--- config.mk ---
export PLATFORM = sky130hd
export DESIGN_NAME = mains_burst_fire_power_controller_top
export DESIGN_NICKNAME = d
export VERILOG_FILES = /design/src/hw/rtl/mbfpc_pkg.sv /design/src/hw/rtl/mains_burst_fire_power_controller_top.sv
export SDC_FILE = /design/constraint.sdc
export NUM_CORES = 1
export LEC_CHECK = 0
export ABC_CLOCK_PERIOD_IN_PS = 5600
export BUFFER_PORTS_ARGS = -buffer_cell sky130_fd_sc_hd__buf_4
export CAP_MARGIN = 0
export CORE_UTILIZATION = 50
export CTS_BUF_LIST = sky130_fd_sc_hd__clkbuf_8
export DETAILED_ROUTE_END_ITERATION = 16
export PLACE_DENSITY = 0.69
export SYNTH_ARGS = -nofsm -noshare
export SYNTH_HDL_FRONTEND = slang
export SYNTH_SLANG_ARGS = --single-unit
--- constraint.sdc ---
create_clock -name clk_i -period 5.6 [get_ports clk_i]
set_input_delay 0.56 -clock clk_i [delete_from_list [all_inputs] [get_ports clk_i]]
set_output_delay 0.56 -clock clk_i [all_outputs]
set_load 0.005 [all_outputs]
--- src/hw/rtl/mbfpc_pkg.sv ---
// ----------------------------------------------------------------------------
// Burst-fire power controller package
// Shared types and constants for the mains burst-fire power controller.
// ----------------------------------------------------------------------------
package mbfpc_pkg;

  typedef enum logic [1:0] {
    OP_TICK  = 2'd0,
    OP_CROSS = 2'd1,
    OP_SET   = 2'd2
  } op_e;

  typedef logic signed [8:0] acc_t;
  typedef logic [6:0]        pct_t;

  typedef struct packed {
    logic [1:0]  op;
    logic [31:0] tick_now;
    logic [2:0]  channel;
    logic [7:0]  percentage;
  } item_t;

  typedef struct packed {
    logic        power_present;
    logic [15:0] crossings_last_window;
    logic [7:0]  drive_bits;
    logic        drive_updated;
    logic        channel_rejected;
  } result_t;

  localparam logic [31:0] WindowTicksReset = 32'd1000;
  localparam logic [15:0] MainsCountLow    = 16'd95;
  localparam logic [15:0] MainsCountHigh   = 16'd105;
  localparam logic [15:0] CountFull        = 16'hFFFF;
  localparam acc_t        FireThreshold    = 9'sd50;
  localparam acc_t        FireStep         = 9'sd100;
  localparam acc_t        AccMin           = -9'sd50;
  localparam acc_t        AccMax           = 9'sd49;
  localparam logic [7:0]  PercentMax       = 8'd100;

endpackage

--- src/hw/rtl/mains_burst_fire_power_controller_top.sv ---
// ----------------------------------------------------------------------------
// Mains burst-fire power controller
// Counts mains zero crossings, checks the count once per tick window and
// drives heater channels by burst-fire error accumulation.
// ----------------------------------------------------------------------------
//
//  Channel   Signals                                          Direction
//  input     in_valid_i / in_ready_o, op_i .. percentage_i    into block
//  result    out_valid_o / out_ready_i, status fields         out of block
//  config    cfg_valid_i / cfg_ready_o, window ticks          into block
//
// An accepted transaction is held in an input register and its result is
// written into the result register when that register is empty or being read,
// so one transaction per cycle is sustained while results are taken.
// All state but the configured window length is updated when a transaction
// moves from the input register into the result register. A stalled result
// register holds the input register, which in turn drops in_ready_o.
// Reset loads a window of 1000 ticks and clears all state but the input and result data registers.
// ----------------------------------------------------------------------------
module mains_burst_fire_power_controller_top #(
  parameter int unsigned CHANNELS = 2
) (
  input  logic        clk_i,
  input  logic        rst_ni,
  input  logic        in_valid_i,
  output logic        in_ready_o,
  input  logic [1:0]  op_i,
  input  logic [31:0] tick_now_i,
  input  logic [2:0]  channel_i,
  input  logic [7:0]  percentage_i,
  output logic        out_valid_o,
  input  logic        out_ready_i,
  output logic        power_present_o,
  output logic [15:0] crossings_last_window_o,
  output logic [7:0]  drive_bits_o,
  output logic        drive_updated_o,
  output logic        channel_rejected_o,
  input  logic        cfg_valid_i,
  output logic        cfg_ready_o,
  input  logic [31:0] cfg_window_ticks_i
);
  import mbfpc_pkg::*;

  localparam logic [3:0] ChanLimit = 4'(CHANNELS);

  logic                  in_valid_q;
  item_t                 in_q;
  logic                  advance;
  logic                  out_valid_q;
  result_t               res_q, res_d;

  logic [31:0]           window_ticks_q;
  logic [31:0]           window_start_q, window_start_d;
  logic [15:0]           count_q, count_d;
  logic [15:0]           last_count_q, last_count_d;
  logic                  mains_ok_q, mains_ok_d;
  pct_t                  setting_q [CHANNELS];
  pct_t                  setting_d [CHANNELS];
  acc_t                  acc_q [CHANNELS];
  acc_t                  acc_d [CHANNELS];
  logic [CHANNELS-1:0]   drive_q, drive_d;

  logic [15:0]           count_inc;
  logic [31:0]           window_end;
  pct_t                  pct_sat;
  acc_t                  sum [CHANNELS];

  assign advance     = in_valid_q && (!out_valid_q || out_ready_i);
  assign in_ready_o  = !in_valid_q || advance;
  assign cfg_ready_o = 1'b1;

  assign count_inc  = (count_q != CountFull) ? count_q + 16'd1 : count_q;
  assign window_end = window_start_q + window_ticks_q;
  assign pct_sat    = (in_q.percentage > PercentMax) ? PercentMax[6:0] : in_q.percentage[6:0];

  always_comb begin
    window_start_d = window_start_q;
    count_d        = count_q;
    last_count_d   = last_count_q;
    mains_ok_d     = mains_ok_q;
    setting_d      = setting_q;
    acc_d          = acc_q;
    drive_d        = drive_q;
    res_d          = '0;

    for (int i = 0; i < CHANNELS; i++) begin
      sum[i] = acc_q[i] + acc_t'({2'b00, setting_q[i]});
    end

    unique case (op_e'(in_q.op))
      OP_TICK: begin
        if (window_end < in_q.tick_now) begin
          window_start_d = in_q.tick_now;
          last_count_d   = count_q;
          count_d        = '0;
          if (count_q > MainsCountLow && count_q < MainsCountHigh) begin
            mains_ok_d = 1'b1;
          end else begin
            mains_ok_d          = 1'b0;
            res_d.drive_updated = 1'b1;
            drive_d             = '0;
            for (int i = 0; i < CHANNELS; i++) begin
              setting_d[i] = '0;
              acc_d[i]     = '0;
            end
          end
        end
      end
      OP_CROSS: begin
        count_d = count_inc;
        if (count_inc[0]) begin
          res_d.drive_updated = 1'b1;
          for (int i = 0; i < CHANNELS; i++) begin
            if (sum[i] >= FireThreshold) begin
              drive_d[i] = 1'b1;
              acc_d[i]   = sum[i] - FireStep;
            end else begin
              drive_d[i] = 1'b0;
              acc_d[i]   = sum[i];
            end
          end
        end
      end
      OP_SET: begin
        if ({1'b0, in_q.channel} < ChanLimit) begin
          for (int i = 0; i < CHANNELS; i++) begin
            if (in_q.channel == 3'(i)) begin
              setting_d[i] = pct_sat;
            end
          end
        end else begin
          res_d.channel_rejected = 1'b1;
        end
      end
      default: begin
      end
    endcase

    res_d.power_present         = mains_ok_d;
    res_d.crossings_last_window = last_count_d;
    res_d.drive_bits            = 8'(drive_d);
  end

  always_ff @(posedge clk_i or negedge rst_ni) begin
    if (!rst_ni) begin
      in_valid_q     <= 1'b0;
      out_valid_q    <= 1'b0;
      window_ticks_q <= WindowTicksReset;
      window_start_q <= '0;
      count_q        <= '0;
      last_count_q   <= '0;
      mains_ok_q     <= 1'b0;
      drive_q        <= '0;
      for (int i = 0; i < CHANNELS; i++) begin
        setting_q[i] <= '0;
        acc_q[i]     <= '0;
      end
    end else begin
      if (in_ready_o) begin
        in_valid_q <= in_valid_i;
      end
      if (advance) begin
        out_valid_q <= 1'b1;
      end else if (out_ready_i) begin
        out_valid_q <= 1'b0;
      end
      if (cfg_valid_i) begin
        window_ticks_q <= cfg_window_ticks_i;
      end
      if (advance) begin
        window_start_q <= window_start_d;
        count_q        <= count_d;
        last_count_q   <= last_count_d;
        mains_ok_q     <= mains_ok_d;
        drive_q        <= drive_d;
        setting_q      <= setting_d;
        acc_q          <= acc_d;
      end
    end
  end

  always_ff @(posedge clk_i) begin
    if (in_ready_o && in_valid_i) begin
      in_q <= '{op: op_i, tick_now: tick_now_i, channel: channel_i,
                percentage: percentage_i};
    end
    if (advance) begin
      res_q <= res_d;
    end
  end

  assign out_valid_o             = out_valid_q;
  assign power_present_o         = res_q.power_present;
  assign crossings_last_window_o = res_q.crossings_last_window;
  assign drive_bits_o            = res_q.drive_bits;
  assign drive_updated_o         = res_q.drive_updated;
  assign channel_rejected_o      = res_q.channel_rejected;

  // A rejected channel write never touches the drives.
  assert property (@(posedge clk_i) disable iff (!rst_ni)
    out_valid_o && channel_rejected_o |-> !drive_updated_o)
    else $error("rejected channel write also updated the drives");

  // Drive bits for channels that do not exist stay low.
  assert property (@(posedge clk_i) disable iff (!rst_ni)
    out_valid_o |-> (drive_bits_o >> CHANNELS) == 8'd0)
    else $error("drive bit set for a channel that does not exist");

  // A window judged bad leaves every drive off.
  assert property (@(posedge clk_i) disable iff (!rst_ni)
    out_valid_o && drive_updated_o && !power_present_o && $past(advance)
      && $past(in_q.op) == OP_TICK |-> drive_bits_o == 8'd0)
    else $error("safe state left a heater driven");

  for (genvar g = 0; g < CHANNELS; g++) begin : g_acc_chk
    // Error accumulators stay within one firing step around zero.
    assert property (@(posedge clk_i) disable iff (!rst_ni)
      acc_q[g] >= AccMin && acc_q[g] <= AccMax)
      else $error("error accumulator out of range");
  end

endmodule

==> results by stage, run 1 <==
Worst setup path:
- The number of buffer and inverter instances along the worst setup path is 3.
- The required time reported for the critical path endpoint is 5.81 ns.
- Data arrives at the worst endpoint at 5.40 ns.
- On the worst path, the slowest cell contributes a delay of 0.39 ns.
- The critical path goes through ha_1 > inv_1 > fa_1 > nand2b_1 > a21oi_1 > o21ai_0 > a211oi_1 > buf_4 > o311ai_0 > a31oi_1 > mux2i_1 > o2111ai_1 > ha_1 > a21o_1 > a221oi_1 > o21ai_1 > a2111oi_4 > buf_4 > mux2_2.
- The startpoint type of the worst setup path is a flop.
- By startpoint and endpoint, the worst setup path is classified as flop to flop.
- The kind of cell adding the most delay to the critical path is compound AO/OA/AOI/OAI gates.
- The slowest stage cell on the critical path is sky130_fd_sc_hd__fa_1.
- In this run the worst path has a maximum fanout of 20.
- The worst setup path is captured at a flop.

Clock network:
- The number of hold buffers added after CTS is 0.
- The H-tree was split into 4 levels.
- The later pin in the worst-skew pair is clocked with a latency of 0.47 ns.
- CTS placed an instance of sky130_fd_sc_hd__clkbuf_8 at the clock tree root.
- The post-CTS resize count is 0.
- The maximum clock path buffer count is 2.
- The clock-pin slew reported for the worst setup and hold paths after clock tree synthesis is 0.10 ns.
- CTS saw 199 sinks.
- The number of buffers inserted during clock tree synthesis is 17.
- Post-CTS timing repair inserted 0 buffers for setup.
- TritonCTS built the clock tree.

GRT:
- The pin count of the biggest net entering global routing is 59.
- The via count of the first global-routing pass came to 7864.
- The total routing resource utilization after global routing is 21.63%.
- The first global-routing pass estimated 38520 um of wire.
- The initial antenna violation count is 0.
- The total congestion overflow after global routing is 0.

Route:
- Routed signal wires occupy layers up through met4.
- For this block, the routed nets add up to 23150 um of wire.
- In the routed design, unresolved DRC markers number 0.
- The routed via count is 8049.
- In the final routing, the length of wire on met1 measures 11280 um.
- Dividing the detail-routed via count by the number of cells gives 5.582.
- After the first detailed-routing iteration, the DRC count stood at 375.
- The routed length on met2 is 10650 um.
- The pre-antenna-repair detailed-routing pass consisted of 5 iterations.
- The post-detailed-route wirelength per cell is 16.06 um.
- The count of antenna-violating nets left after detailed routing is 0.
- Detailed routing placed a total of 974 um of wire on met3.

Final layout:
- Counting the fill cells in the layout gives 1889.
- Of the cells placed in the final design, the portion with a size suffix greater than 1 is 20.65%.
- The non-filler instance count after layout is 1442.
- After routing the design area is 12590 um2.
- From synthesis to final layout, the design area changed by 13.72%.
- The multi-input combinational cells in the finished layout cover a total of 5375 um2.
- 0 antenna diodes ended up in the layout.
- Summing all flip-flop and latch instances after layout gives 5318 um2.
- The final core utilization is 57.87%.
- After the last flow step, the layout net total stands at 1314.

Floorplan:
- The die boundary height is 150.8 um.
- The initial cell density of the core is 50.89%.
- For this design the top-level I/O count stands at 112.
- The floorplan has 54 rows.
- Measured along the x axis, the die boundary spans 150.8 um.
- The full die area is 22740 um2.
- The placeable core area is 21760 um2.

Power:
- Per report_power, the clock group accounts for 16.6% of the total.
- Registers are responsible for 34.0% of the overall power.
- The standby leakage power is 0.005821 uW.
- In this run the power density over the cells is 465.9 nW/um2.
- The share of total power in combinational logic is 49.4%.
- VDD sags by at most 0.1677 mV.
- Cell internal power was estimated by the tool at 3530 uW.
- Net switching is 39.82% of the power.
- The power spent charging and discharging nets is 2336 uW.

Synth:
- Counting flops with an async set or reset pin after synthesis yields a share of 66.83%.
- The synthesis-stage register bit count is 199.
- The sequential cell area fraction in the yosys report is 48.03%.
- After synthesis the cells add up to 11070 um2.
- Counting every instance in the synthesized netlist gives 1044.
- The number of flops mapped to enable cells by yosys is 66.
- A synthesized cell averages 10.60 um2.
- Counting distinct cell types in the post-synthesis netlist gives 71.
- The most instantiated flip-flop cell in the synthesis netlist is sky130_fd_sc_hd__dfrtp_1.
- The number of warning messages in the yosys log is 0.

Outcome:
- The run finished with clean final reports.

STA:
- Measured against its own limit, the worst slew margin works out to 24.33%.
- The clock arrives with 0.02029 ns of skew.
- The transition time of the tightest slew-check pin is 1.135 ns.
- The number of setup violations in the final report is 0.
- The number of endpoints with negative hold slack in the final report is 0.
- The worst setup slack after layout is 0.4151 ns.
- The smallest clock period supported by the final layout is computed as 5.185 ns.
- The total negative setup slack is 0 ns.
- The achievable frequency is 192.9 MHz.
- Setup repair after global routing left no endpoint under its margin.
- The final number of max-transition violations is 0.
- The post-route fraction of the period consumed by the critical path is 92.59%.

Placed design:
- The worst setup slack before clock tree synthesis is 0.3387 ns.
- The post-place instance area is 12170 um2.
- Summed over all nets, the half-perimeter wirelength after detailed placement is 17210 um.
- During placement, the flow inserted port buffers numbering 104.
- The weighted congestion at the end of routability-driven global placement is 0.8701.
- The instance count after placement with tap cells included is 1410.

Flow run:
- The number of max-capacitance violations reported is 0.

Worst hold path:
- The class of the worst hold path is input port to asynchronous set/reset pin.
-- final cells by class --
| cell class | instances | area share, % |
|---|---|---|
| multi-input cells | 748 | 42.70 |
| flip-flops and latches | 199 | 42.24 |
| repair buffers | 117 | 7.076 |
| well taps | 280 | 2.783 |
| inverters | 66 | 1.968 |
| clock buffers | 17 | 1.858 |
| clock inverters | 15 | 1.381 |
-- registers in the layout (all words and copies together) (netlist names), 2 cells and up --
signal and cells:
in_q 45, window_start_q 32, window_ticks_q 32, acc_q 18
count_q 16, crossings_last_window_o 16, last_count_q 16, setting_q 14
drive_bits_o 2, drive_q 2
-- through the flow --
step / total power [uW] / hold slack (ns)
2_1_floorplan: 4218 / 0.2644
3_3_place_gp: 4818 / 0.4574
3_5_place_dp: 4902 / 0.4674
4_1_cts: 5888 / 0.02605
5_1_grt: 6374 / 0.04753
6_report: 5866 / 0.03586
-- power groups by stage --
stage	combinational, uW	sequential [uW]	clock, uW
6_report	2900	1990	973
4_1_cts	2890	1990	999
3_5_place_dp	2880	2020	0
3_3_place_gp	2800	2020	0
5_1_grt	3290	2030	1050
2_1_floorplan	2270	1950	0
-- final timing paths --
kind / start / to / slack [ns] / cells after the start
worst min register to register: last_count_q[5] / last_count_q[5] / 0.49 / 2
worst max-delay path: window_ticks_q[0] / crossings_last_window_o[1] / 0.42 / 19
min in group clk_i: tick_now_i[23] / in_q[34] / 0.26 / 1
worst min-delay path: rst_ni / window_ticks_q[12] / 0.04 / 1
max in group asynchronous: rst_ni / window_start_q[2] / 4.37 / 2
worst max register to register: window_ticks_q[0] / crossings_last_window_o[1] / 0.42 / 19
-- kinds of logic after synthesis --
kind of cell | count (synthesis) | synth area share [%]
multiplexers | 82 | 8.205
XOR/XNOR | 40 | 3.165
buffers and inverters | 102 | 3.718
flip-flops | 199 | 48.03
adder cells (fa/ha/maj) | 83 | 9.584
other | 2 | 0.06784
AND/OR/NAND/NOR | 263 | 11.27
AO/OA/AOI/OAI | 273 | 15.96
-- synth_stat cells (all sizes together), types with 4 or more instances --
master / number / share of area [%]
ha: 80 / 9.0
a21oi: 58 / 2.7
or3: 8 / 0.45
or4: 6 / 0.41
a22o: 8 / 0.63
o21a: 12 / 0.81
xor2: 15 / 1.2
o211ai: 9 / 0.66
nand4: 9 / 0.51
nor2: 46 / 1.6
clkbuf: 24 / 0.81
and2: 6 / 0.34
nand3: 20 / 0.90
edfxtp: 66 / 18
dfstp: 6 / 1.4
a211o: 4 / 0.32
inv: 66 / 2.2
mux2i: 12 / 1.1
a31oi: 6 / 0.34
nor4: 8 / 0.45
nor3: 16 / 0.77
xnor2: 25 / 2.0
o21ai: 90 / 4.1
and3: 12 / 0.68
dfrtp: 127 / 29
nand2: 107 / 3.6
a21boi: 7 / 0.47
mux2: 70 / 7.1
buf: 12 / 0.67
nand2b: 11 / 0.62
a21o: 25 / 1.7
a211oi: 11 / 0.79
o311ai: 4 / 0.32
o31ai: 14 / 0.95
-- layout by cell type, fill, tap and decap left out, types with 11 or more instances in the layout --
cell type,netlist,layout
sky130_fd_sc_hd__dfrtp_1,127,127
sky130_fd_sc_hd__mux2_2,70,70
sky130_fd_sc_hd__mux2i_1,12,12
sky130_fd_sc_hd__xor2_1,15,15
sky130_fd_sc_hd__nor3_1,15,15
sky130_fd_sc_hd__nand2b_1,11,11
sky130_fd_sc_hd__clkbuf_8,0,17
sky130_fd_sc_hd__edfxtp_1,66,66
sky130_fd_sc_hd__xnor2_1,25,25
sky130_fd_sc_hd__nand2_1,107,106
sky130_fd_sc_hd__nand3_1,20,20
sky130_fd_sc_hd__a21o_1,25,25
sky130_fd_sc_hd__nor2_1,46,46
sky130_fd_sc_hd__o21a_1,12,12
sky130_fd_sc_hd__buf_4,7,116
sky130_fd_sc_hd__o21ai_0,87,86
sky130_fd_sc_hd__inv_1,66,67
sky130_fd_sc_hd__a21oi_1,57,57
sky130_fd_sc_hd__o31ai_1,14,14
sky130_fd_sc_hd__ha_1,80,80
sky130_fd_sc_hd__and3_1,12,12
-- routing by layer --
metal | vias to the layer above | global-route usage (%)
met4 | 0 | 4.800
met5 | - | 0
met2 | 168 | 35.23
met1 | 3859 | 30.00
li1 | 4003 | -
met3 | 19 | 4.036
No activity file was read; power rests on OpenSTA's default activity.
==> run 2: changes to the inputs <==
Settings changed: ABC_AREA set to 1.
==> results by stage, run 2 <==
Outcome:
- The run finished with clean final reports.

Worst setup path:
- The logic depth of the worst register-to-register path was 20 (+1).
- The reg-to-reg critical path startpoint is window_ticks_q[0].
- The classification of the worst setup path is flop to flop.
- The worst reg-to-reg setup slack is 0.87 ns (+0.46 ns).
- The data arrival time at the worst-slack endpoint is 5.03 ns (-0.37 ns).
- The element type at the critical path end is a flop.
- The worst-path maximum fanout came to 97 (+390%).
- The startpoint type of the worst setup path is a flop.
- The endpoint identified for the worst register-to-register timing path is window_start_q[2].
- The required time reported for the critical path endpoint was 5.90 ns (+0.09 ns).

Final layout:
- In the layout the commonest cells are sky130_fd_sc_hd__nand2_1 (377), sky130_fd_sc_hd__inv_1 (141), sky130_fd_sc_hd__dfrtp_1 (127), sky130_fd_sc_hd__buf_4 (108), sky130_fd_sc_hd__o21ai_0 (99).
- The post-route standard cell area excluding fillers was 13270 um2 (+5.4%).
- Leaving out fill and tap cells, the most frequent cell in the layout is sky130_fd_sc_hd__nand2_1.
- The antenna cell count is 0 (unchanged).
- The ratio of cells with drive above 1 in the final layout is 16.00% (-4.7 points).
- The number of inserted filler cells in the final layout was 2088 (+11%).
- The largest registers in the layout are in_q x45, window_start_q x32, window_ticks_q x32.
- The net count reported at finish is 1646 (+25%).
- The final core utilization was 58.10% (+0.23 points).
- The register with the most flip-flops is in_q.
- Compared with the post-synthesis result, the final layout area differs by 12.65%.
- The flip-flop count of the largest register, all copies and words added was 45 (unchanged).

Clock network:
- The clock-pin slew reported for the worst setup and hold paths after clock tree synthesis came to 0.10 ns (about the same).
- The total clock sinks is 199 (unchanged).
- The post-CTS resize count is 0 (unchanged).
- The number of buffers inserted during clock tree synthesis came to 17 (unchanged).
- The setup fix buffers added after clock tree synthesis is 0 (unchanged).
- The TritonCTS clock tree is built.
- The root buffer cell chosen for the clock tree is sky130_fd_sc_hd__clkbuf_8.
- The number of hold buffers added after CTS was 0 (unchanged).
- The source-to-sink clock delay at the later pin of the worst-skew pair is 0.47 ns (about the same).
- The H-tree depth is 4 (unchanged).
- The maximum clock path buffer count is 2 (unchanged).

STA:
- The final number of max-transition violations is 0 (unchanged).
- The transition time of the tightest slew-check pin is 1.051 ns (-0.08413 ns).
- The post-route fraction of the period consumed by the critical path came to 84.46% (-8.1 points).
- The worst slew margin relative to its limit is 29.84% (+5.5 points).
- The achievable frequency is 211.4 MHz (+9.6%).
- The worst hold-check slack is 0.1582 ns (+0.1224 ns).
- The number of setup violations in the final report was 0 (unchanged).
- The final worst clock skew was 0.01795 ns (-0.002333 ns).
- Setup repair after global routing left no endpoint under its margin.
- The number of endpoints with negative hold slack in the final report is 0 (unchanged).
- The total negative setup slack is 0 ns (unchanged).
- The clock period minus final worst setup slack is 4.730 ns (-0.4552 ns).

Floorplan:
- The die boundary height was 155.5 um (+3.1%).
- The full die area is 24180 um2 (+6.4%).
- The placeable core area is 22850 um2 (+5.0%).
- The total number of placement rows is 55 (+1.9%).
- The I/O pin count was 112 (unchanged).
- The die width was 155.5 um (+3.1%).
- The initial cell density of the core is 51.58% (+0.69 points).

Synth:
- The number of flops mapped to enable cells by yosys came to 66 (unchanged).
- The number of warning messages in the yosys log is 0 (unchanged).
- Yosys instantiated no cell more often than sky130_fd_sc_hd__nand2_1.
- The distinct cell type count after synthesis came to 49 (-31%).
- The sequential cell area fraction in the yosys report is 45.13% (-2.9 points).
- The area fraction of the dominant cell type after synthesis was 26.97% (-1.7 points).
- The area of the mapped netlist came to 11780 um2 (+6.4%).
- The synthesis-stage register bit count was 199 (unchanged).
- After synthesis, the most frequently instantiated cells are sky130_fd_sc_hd__nand2_1 (377), sky130_fd_sc_hd__inv_1 (142), sky130_fd_sc_hd__dfrtp_1 (127).
- The number of cells produced by synthesis was 1383 (+32%).
- Yosys attributes the largest share of cell area to sky130_fd_sc_hd__dfrtp_1 (27%), sky130_fd_sc_hd__edfxtp_1 (17%), sky130_fd_sc_hd__nand2_1 (12%).
- The mean post-synth cell area is 8.520 um2 (-20%).
- The async set-or-reset flop fraction in the synthesized netlist came to 66.83% (unchanged).
- In the synthesized netlist the dominant register cell turns out to be sky130_fd_sc_hd__dfrtp_1.
- The largest total area in the synthesized netlist belongs to sky130_fd_sc_hd__dfrtp_1.

Power:
- The power after layout is 5980 uW (+1.9%).
- The largest vdd supply drop is 0.2141 mV (+28%).
- The standby leakage power was 0.006498 uW (+12%).
- The total power density per cell area is 450.5 nW/um2 (-3.3%).

Route:
- The routed via count divided by cell count came to 5.262 (-5.7%).
- The routed via count came to 9509 (+18%).
- The number of detailed-routing iterations run before antenna repair came to 8 (+3).
- The residual DRC count was 0 (unchanged).
- The post-detailed-route wirelength per cell was 14.77 um (-8.0%).
- The count of antenna-violating nets left after detailed routing is 0 (unchanged).
- The initial detailed-routing violation count was 566 (+51%).
- The overall routed net length is 26690 um (+15%).

GRT:
- The total congestion overflow after global routing is 0 (unchanged).
- The global-route wire length before repair came to 45240 um (+17%).
- The total routing resource utilization after global routing came to 23.57% (+1.9 points).
- The pin count of the biggest net entering global routing is 98 (+66%).
- The initial antenna violation count is 0 (unchanged).
- The via count of the first global-routing pass is 9018 (+15%).

Worst hold path:
- The worst hold path belongs to the class input port to asynchronous set/reset pin.

Placed design:
- The weighted congestion at the end of routability-driven global placement is 0.9551 (+9.8%).
- The number of buffer cells added on primary ports is 104 (unchanged).
- The post-place instance area came to 12830 um2 (+5.4%).
- The detailed-placement wirelength estimate was 20170 um (+17%).

Flow run:
- The number of max-capacitance violations reported is 0 (unchanged).
==> run 2: changes by cell type after synthesis, moves of 20 or more <==
cell / before / now
sky130_fd_sc_hd__a21o_1: 25 / 3
sky130_fd_sc_hd__inv_1: 66 / 142
sky130_fd_sc_hd__mux2_2: 70 / 31
sky130_fd_sc_hd__nand2_1: 107 / 377
sky130_fd_sc_hd__nand3_1: 20 / 98
sky130_fd_sc_hd__nor2_1: 46 / 67
sky130_fd_sc_hd__xnor2_1: 25 / 5
sky130_fd_sc_hd__xor2_1: 15 / 39
==> run 2: worst max path at each step <==
stage | startpoint | to | slack [ns]
5_1_grt | window_ticks_q[3] | window_start_q[2] | 0.44
2_1_floorplan | window_ticks_q[0] | window_start_q[3] | 2.02
3_5_place_dp | window_ticks_q[0] | window_start_q[18] | 0.92
4_1_cts | window_ticks_q[0] | window_start_q[2] | 0.86
3_3_place_gp | window_ticks_q[0] | window_start_q[2] | 0.96
6_report | window_ticks_q[0] | window_start_q[2] | 0.87
==> run 2: worst max-delay path, stage by stage, from the launching register on <==
cell                       delay, ns
sky130_fd_sc_hd__dfrtp_1        0.36
sky130_fd_sc_hd__ha_1           0.17
sky130_fd_sc_hd__inv_1          0.06
sky130_fd_sc_hd__fa_1           0.42
sky130_fd_sc_hd__o21ai_2        0.29
sky130_fd_sc_hd__a21boi_0       0.24
sky130_fd_sc_hd__o21ai_1        0.39
sky130_fd_sc_hd__a21boi_0       0.23
sky130_fd_sc_hd__o21ai_1        0.23
sky130_fd_sc_hd__xor2_1         0.10
sky130_fd_sc_hd__ha_1           0.31
sky130_fd_sc_hd__nand2_1        0.05
sky130_fd_sc_hd__nor2_1         0.16
sky130_fd_sc_hd__nand4_1        0.15
sky130_fd_sc_hd__nor2_1         0.12
sky130_fd_sc_hd__nand2_1        0.09
sky130_fd_sc_hd__nand2_1        0.13
sky130_fd_sc_hd__nor2_2         0.08
sky130_fd_sc_hd__nand2_2        0.06
sky130_fd_sc_hd__buf_4          0.65
sky130_fd_sc_hd__o21ai_0        0.24
==> run 2: cell families after synthesis <==
| kind of cell | count (synthesis) | synth area share, % |
|---|---|---|
| and+or+nand+nor | 637 | 23.65 |
| AOI/OAI and AO/OA | 200 | 9.450 |
| DFF | 199 | 45.13 |
| buffers and inverters | 187 | 6.477 |
| adders and majority gates | 83 | 9.004 |
| xor gates and xnor gates | 44 | 3.270 |
| muxes | 31 | 2.962 |
| other | 2 | 0.06373 |
==> run 2: final cells by class <==
cell class / instances / area (um2) / share of cell area [%]
Multi-Input combinational cell: 1002 / 5725 / 43.13
Sequential cell: 199 / 5318 / 40.06
Timing Repair Buffer: 109 / 822.0 / 6.193
Inverter: 152 / 570.5 / 4.298
Tap cell: 313 / 391.6 / 2.950
Clock buffer: 17 / 234.0 / 1.763
Clock inverter: 15 / 212.7 / 1.602
==> run 2: through the flow <==
step,setup slack [ns],instances
6_report,0.8703,1807
5_1_grt,0.4385,1807
3_3_place_gp,0.9643,1775
4_1_cts,0.8553,1807
2_1_floorplan,2.021,1388
3_5_place_dp,0.9220,1775
==> run 2: per-layer routing <==
layer | wire, um | GRT usage (%) | vias to the layer above
met5 | 0 | 0 | -
met4 | 257 | 5.509 | 0
met3 | 1420 | 3.287 | 18
met2 | 11570 | 36.47 | 259
met1 | 13440 | 34.93 | 4457
li1 | - | - | 4775
==> run 2: power breakdown <==
part / switching (uW) / internal (uW) / total, uW
registers: 176 / 1790 / 1970
clock network: 560 / 463 / 1020
logic: 1880 / 1100 / 2990
total: 2620 / 3360 / 5980
